--- config.mk ---
export PLATFORM = sky130hd
export DESIGN_NAME = ipmb_cell
export DESIGN_NICKNAME = d
export VERILOG_FILES = /design/src/design/ipmb_pkg.sv /design/src/design/ipmb_cell.sv
export SDC_FILE = /design/constraint.sdc
export NUM_CORES = 1
export LEC_CHECK = 0
export ABC_AREA = 1
export BUFFER_PORTS_ARGS = -buffer_cell sky130_fd_sc_hd__buf_2
export CAP_MARGIN = 20
export CORE_AREA = 2 2 232 234
export CTS_BUF_LIST = sky130_fd_sc_hd__clkbuf_4 sky130_fd_sc_hd__clkbuf_8
export DETAILED_ROUTE_END_ITERATION = 7
export DIE_AREA = 0 0 234 236
export GPL_ROUTABILITY_DRIVEN = 0
export PLACE_DENSITY = 0.7
export SETUP_SLACK_MARGIN = 0.15
export SLEW_MARGIN = 20
export SYNTH_ARGS = -nofsm -noshare
export SYNTH_HDL_FRONTEND = slang
export SYNTH_SLANG_ARGS = --single-unit
export TNS_END_PERCENT = 30
--- constraint.sdc ---
create_clock -name clk -period 8.98 [get_ports clk]
set_clock_uncertainty 0.15 [all_clocks]
set_input_delay 0.898 -clock clk [delete_from_list [all_inputs] [get_ports clk]]
set_output_delay 0.898 -clock clk [all_outputs]
set_load 0.03 [all_outputs]
--- src/design/ipmb_pkg.sv ---
// ----------------------------------------------------------------------------
// ipmb_pkg
// Shared types and constants for the IP/MAC binding tracker.
// ----------------------------------------------------------------------------
package ipmb_pkg;

  localparam int TABLE_ENTRIES = 1024;

  localparam logic [2:0] EV_NONE       = 3'd0;
  localparam logic [2:0] EV_NEW        = 3'd1;
  localparam logic [2:0] EV_CHANGED    = 3'd2;
  localparam logic [2:0] EV_FLIPFLOP   = 3'd3;
  localparam logic [2:0] EV_REAPPEARED = 3'd4;
  localparam logic [2:0] EV_FULL       = 3'd5;

  localparam logic [31:0] REAPPEAR_RESET = 32'd3600;

  // input transaction
  typedef struct packed {
    logic        is_v6;
    logic [63:0] ip_high;
    logic [63:0] ip_low;
    logic [47:0] seen_mac;
    logic [31:0] now_seconds;
  } in_t;

  // result transaction
  typedef struct packed {
    logic [2:0]  event_res;
    logic [47:0] old_mac;
    logic [31:0] prior_seen;
  } out_t;

  // sighting travelling down the cell chain
  typedef struct packed {
    logic        vld;
    logic        done;     // claimed by a cell (hit or insert)
    logic        chk_time; // same-MAC hit, reappear test pending
    logic        is_v6;
    logic [63:0] ip_high;
    logic [63:0] ip_low;
    logic [47:0] mac;
    logic [31:0] now;
    logic [2:0]  ev;
    logic [47:0] old_mac;
    logic [31:0] old_seen;
  } tok_t;

endpackage

--- src/design/ipmb_cell.sv ---
// ----------------------------------------------------------------------------
// ipmb_cell
// One binding slot plus one pipeline stage of the lookup chain.
// ----------------------------------------------------------------------------
module ipmb_cell (
  input  logic           clk,
  input  logic           rst_n,
  input  logic           adv,
  input  ipmb_pkg::tok_t tok_i,
  output ipmb_pkg::tok_t tok_o,
  output logic           entry_vld
);
  import ipmb_pkg::*;

  logic        vld_r, vld_nxt;
  logic        v6_r, v6_nxt;
  logic [63:0] hi_r, hi_nxt;
  logic [63:0] lo_r, lo_nxt;
  logic [47:0] mac_r, mac_nxt;
  logic [47:0] pmac_r, pmac_nxt;
  logic [31:0] seen_r, seen_nxt;
  tok_t        tok_r, tok_nxt;
  logic        hit;

  assign hit = vld_r && (v6_r == tok_i.is_v6) && (hi_r == tok_i.ip_high) &&
               (lo_r == tok_i.ip_low);

  // slot update and token hand-off
  always_comb begin
    vld_nxt  = vld_r;
    v6_nxt   = v6_r;
    hi_nxt   = hi_r;
    lo_nxt   = lo_r;
    mac_nxt  = mac_r;
    pmac_nxt = pmac_r;
    seen_nxt = seen_r;
    tok_nxt  = tok_i;
    if (tok_i.vld && !tok_i.done) begin
      if (hit) begin
        tok_nxt.done = 1'b1;
        seen_nxt     = tok_i.now;
        if (mac_r != tok_i.mac) begin
          tok_nxt.ev       = ((pmac_r != '0) && (pmac_r == tok_i.mac)) ?
                             EV_FLIPFLOP : EV_CHANGED;
          tok_nxt.old_mac  = mac_r;
          tok_nxt.old_seen = seen_r;
          pmac_nxt         = mac_r;
          mac_nxt          = tok_i.mac;
        end else begin
          tok_nxt.chk_time = 1'b1;
          tok_nxt.old_seen = seen_r;
        end
      end else if (!vld_r) begin
        // slots fill in order, so the first empty slot means a miss
        tok_nxt.done = 1'b1;
        tok_nxt.ev   = EV_NEW;
        vld_nxt      = 1'b1;
        v6_nxt       = tok_i.is_v6;
        hi_nxt       = tok_i.ip_high;
        lo_nxt       = tok_i.ip_low;
        mac_nxt      = tok_i.mac;
        pmac_nxt     = '0;
        seen_nxt     = tok_i.now;
      end
    end
  end

  always_ff @(posedge clk) begin
    if (!rst_n) begin
      vld_r     <= 1'b0;
      tok_r.vld <= 1'b0;
    end else if (adv) begin
      vld_r     <= vld_nxt;
      tok_r.vld <= tok_nxt.vld;
    end
    if (adv) begin
      v6_r   <= v6_nxt;
      hi_r   <= hi_nxt;
      lo_r   <= lo_nxt;
      mac_r  <= mac_nxt;
      pmac_r <= pmac_nxt;
      seen_r <= seen_nxt;
      tok_r.done     <= tok_nxt.done;
      tok_r.chk_time <= tok_nxt.chk_time;
      tok_r.is_v6    <= tok_nxt.is_v6;
      tok_r.ip_high  <= tok_nxt.ip_high;
      tok_r.ip_low   <= tok_nxt.ip_low;
      tok_r.mac      <= tok_nxt.mac;
      tok_r.now      <= tok_nxt.now;
      tok_r.ev       <= tok_nxt.ev;
      tok_r.old_mac  <= tok_nxt.old_mac;
      tok_r.old_seen <= tok_nxt.old_seen;
    end
  end

  assign tok_o     = tok_r;
  assign entry_vld = vld_r;

  // a freshly inserted slot holds a cleared previous MAC
  a_ins_prev: assert property (@(posedge clk) disable iff (!rst_n)
    (adv && !vld_r && tok_i.vld && !tok_i.done) |=> (vld_r && pmac_r == '0))
    else $error("insert left nonzero previous MAC");
  // a slot never empties once filled
  a_keep: assert property (@(posedge clk) disable iff (!rst_n)
    vld_r |=> vld_r) else $error("slot lost");
  // a claimed token is never claimed again
  a_once: assert property (@(posedge clk) disable iff (!rst_n)
    (adv && tok_i.vld && tok_i.done) |=> tok_r.done)
    else $error("token reclaimed");

endmodule

==> results.txt <==
Die Width - 234 um
Most common cell after layout, fill and taps aside - nand2_1
CTS tree - built
Arrival @ worst endpoint - 4.07 ns
Status - finished clean
Share of Yosys cell area claimed by the top area cell type - 68.8%
Antenna-violating nets left - 0
Sequential Power Share - 50.9%
Fin. max-slew vios - 0
Layout cells sized above 1 - 24.7%
Detailed placement HPWL - 53.3 mm
Setup TNS - 0 ns
CP Capture Type - flip-flop
TritonRoute pass-1 iters - 5
Total CTS buffers - 93
Worst reg2reg path depth - 9
Largest cells by area after synthesis - edfxtp_1 69%, nand2_1 13%, nor2_1 5.4%
DR vias - 18,516
Placeable Area - 0.0531 mm^2
Port bufs - 593
Crit path kind - flip-flop to flip-flop
Layout net count - 3,298
Total Die Area - 0.0552 mm^2
Launch point of the worst path - entry_vld$_SDFFE_PN0P_
Initial Util - 45.3%
Hold_buf cts - 0
Syn. warnings - 0
Clock power frac - 37.2%
Internal power - 0.00441 W
Placed inst area - 0.0278 mm^2
Post-route DRC - 0
RR Startpoint - entry_vld$_SDFFE_PN0P_
Area Overhead vs Synth - 23.4%
Initial antenna violation count - 6
Number of top-level pins - 594
MaxCap Viol Count - 0
Die H - 236 um
Placed cells - 3,600
Yosys reg bits - 553
Period utilization - 43.9%
Critical Path Sink - seen_r[9]$_DFFE_PP_
Commonest cells after routing, fill and taps aside - 840 x nand2_1, 592 x buf_2, 551 x edfxtp_1
Hold Path Class - input port to flip-flop
Post-CTS setup buffer count - 0
Max FO, Critical Path - 83
Final WL - 70.3 mm
Final Hold Fails - 0
Area leader, netlist - edfxtp_1
Worst vdd ir - 0.127 mV
Total power divided by cell area - 202 mW/mm^2
Seq/Total Area, Yosys - 69.0%
CP required - 9.11 ns
Sw Ratio - 26.4%
Pleak - 13.8 nW
Switching power - 0.00158 W
Max Buffers Root-to-Sink - 3
Area of the mapped netlist - 0.0240 mm^2
Vias in the first global route - 17,948
Rel. slew slack - 29.2%
Largest net degree at the start of global routing - 85
Final std cells w/o fill - 3,770
Syn Nets - 2,626
Hold Crit Start - tok_i[110]
Mean area per synthesized cell - 10.3 um^2
CTS root buf - clkbuf_8
FMAX - 0.254 GHz
Routed WL per cell - 18.7 um
First-pass GRT wire length - 103 mm
FF-to-FF setup slack - 5.04 ns
Grt total ovfl - 0
Logic pwr share - 12.0%
Minimum clock period - 3.94 ns
Routed vias/inst - 4.91
Tot GR Track Use - 25.1%
# fillers - 4,581
CTS HTree Levels - 3
Cell area after layout - 0.0297 mm^2
# setup viols final - 0
Clk slew on worst S/H paths - 0.06 ns
Clock Latency Late Sink - 0.68 ns
Site row count - 85
Slew of the pin with the lowest slew margin - 1.06 ns
Starting DRC count in detailed routing - 1,744
RSZ-0062 raised after global routing - no
CP startpoint kind - flip-flop
CTS sink cnt - 553
Mapped Cells - 2,328
Capture point of the worst reg-to-reg path - seen_r[9]$_DFFE_PP_
Post-CTS Resized - 0
Distinct cells, synth - 26
critical path, stage by stage (launching register included):
cell	delay, ns
dfxtp_1	0.65
inv_1	0.20
nor3_1	0.24
nand4_1	0.12
nor2_1	0.10
nand3_1	0.15
nor3_4	0.21
buf_4	0.72
nor2_1	0.19
nor2_4	0.76
per-layer routing:
metal	track usage [%]	up-vias	wire, um
met5	0	-	40
met4	9.23	6	2040
met3	5.51	128	6520
met2	39.8	908	32800
met1	33.8	8666	28900
li1	-	8808	-
cell type report:
cell class	count	area [um^2]	share of cell area, %
Antenna cell	3	7.51	0.0253
Clock buffer	122	1520	5.11
Timing Repair Buffer	604	3080	10.4
Multi-Input combinational cell	1413	6040	20.4
Clock inverter	44	307	1.03
Tap cell	696	871	2.94
Inverter	335	1260	4.24
Sequential cell	553	16600	55.9
worst min-delay path by stage:
stage	end	slack [ns]	cells past startpoint
floorplan	tok_o[0]$_DFFE_PP_	0.34	2
global placement	tok_o[14]$_DFFE_PP_	0.35	2
detailed placement	tok_o[31]$_DFFE_PP_	0.35	2
CTS	tok_o[98]$_DFFE_PP_	0.21	1
global route	seen_r[28]$_DFFE_PP_	0.23	1
finish	tok_o[110]$_DFFE_PP_	0.28	1
sequential cells by signal (all words and copies together) (netlist names):
name and count:
lo_r 64, v6_r 1, tok_o 295, hi_r 64, entry_vld 1, mac_r 48
pmac_r 48, seen_r 32
power by group through the flow:
stage          Sequential (W)  Combinational, W  Clock, W
2_1_floorplan         0.00332          0.000168         0
4_1_cts               0.00305          0.000715   0.00228
6_report              0.00305          0.000716   0.00223
5_1_grt               0.00306          0.000766   0.00239
3_3_place_gp          0.00309          0.000705         0
3_5_place_dp          0.00310          0.000713         0
Yosys cell counts:
cell type,number
a21oi_1,2
and2_1,5
and3_1,1
buf_2,1
buf_4,4
buf_6,9
clkbuf_1,13
dfxtp_1,2
edfxtp_1,551
inv_1,332
inv_2,3
nand2_1,840
nand3_1,78
nand3_2,1
nand3b_1,3
nand4_1,33
nor2_1,344
nor2_2,1
nor3_1,3
nor3_2,1
o21ai_0,7
o21bai_1,2
o22ai_1,2
xnor2_1,75
xnor2_2,1
xor2_1,14
through the flow:
| stage | hold slack (ns) | total power (W) | utilization, % | setup slack, ns |
|---|---|---|---|---|
| global route | 0.226 | 0.00621 | 55.9 | 4.70 |
| finish | 0.275 | 0.00599 | 55.9 | 5.04 |
| global placement | 0.347 | 0.00380 | 52.4 | 4.43 |
| detailed placement | 0.351 | 0.00381 | 52.4 | 4.41 |
| floorplan | 0.344 | 0.00349 | - | 1.54 |
| CTS | 0.208 | 0.00604 | 55.8 | 4.94 |
kinds of logic after synthesis:
| logic type | Yosys count | share of synthesized area [%] |
|---|---|---|
| xor gates and xnor gates | 90 | 3.31 |
| DFF | 553 | 69.0 |
| AOI/OAI and AO/OA | 13 | 0.302 |
| and+or+nand+nor | 1310 | 21.4 |
| buffers and inverters | 362 | 6.00 |
(Power assumes the default switching activity.)
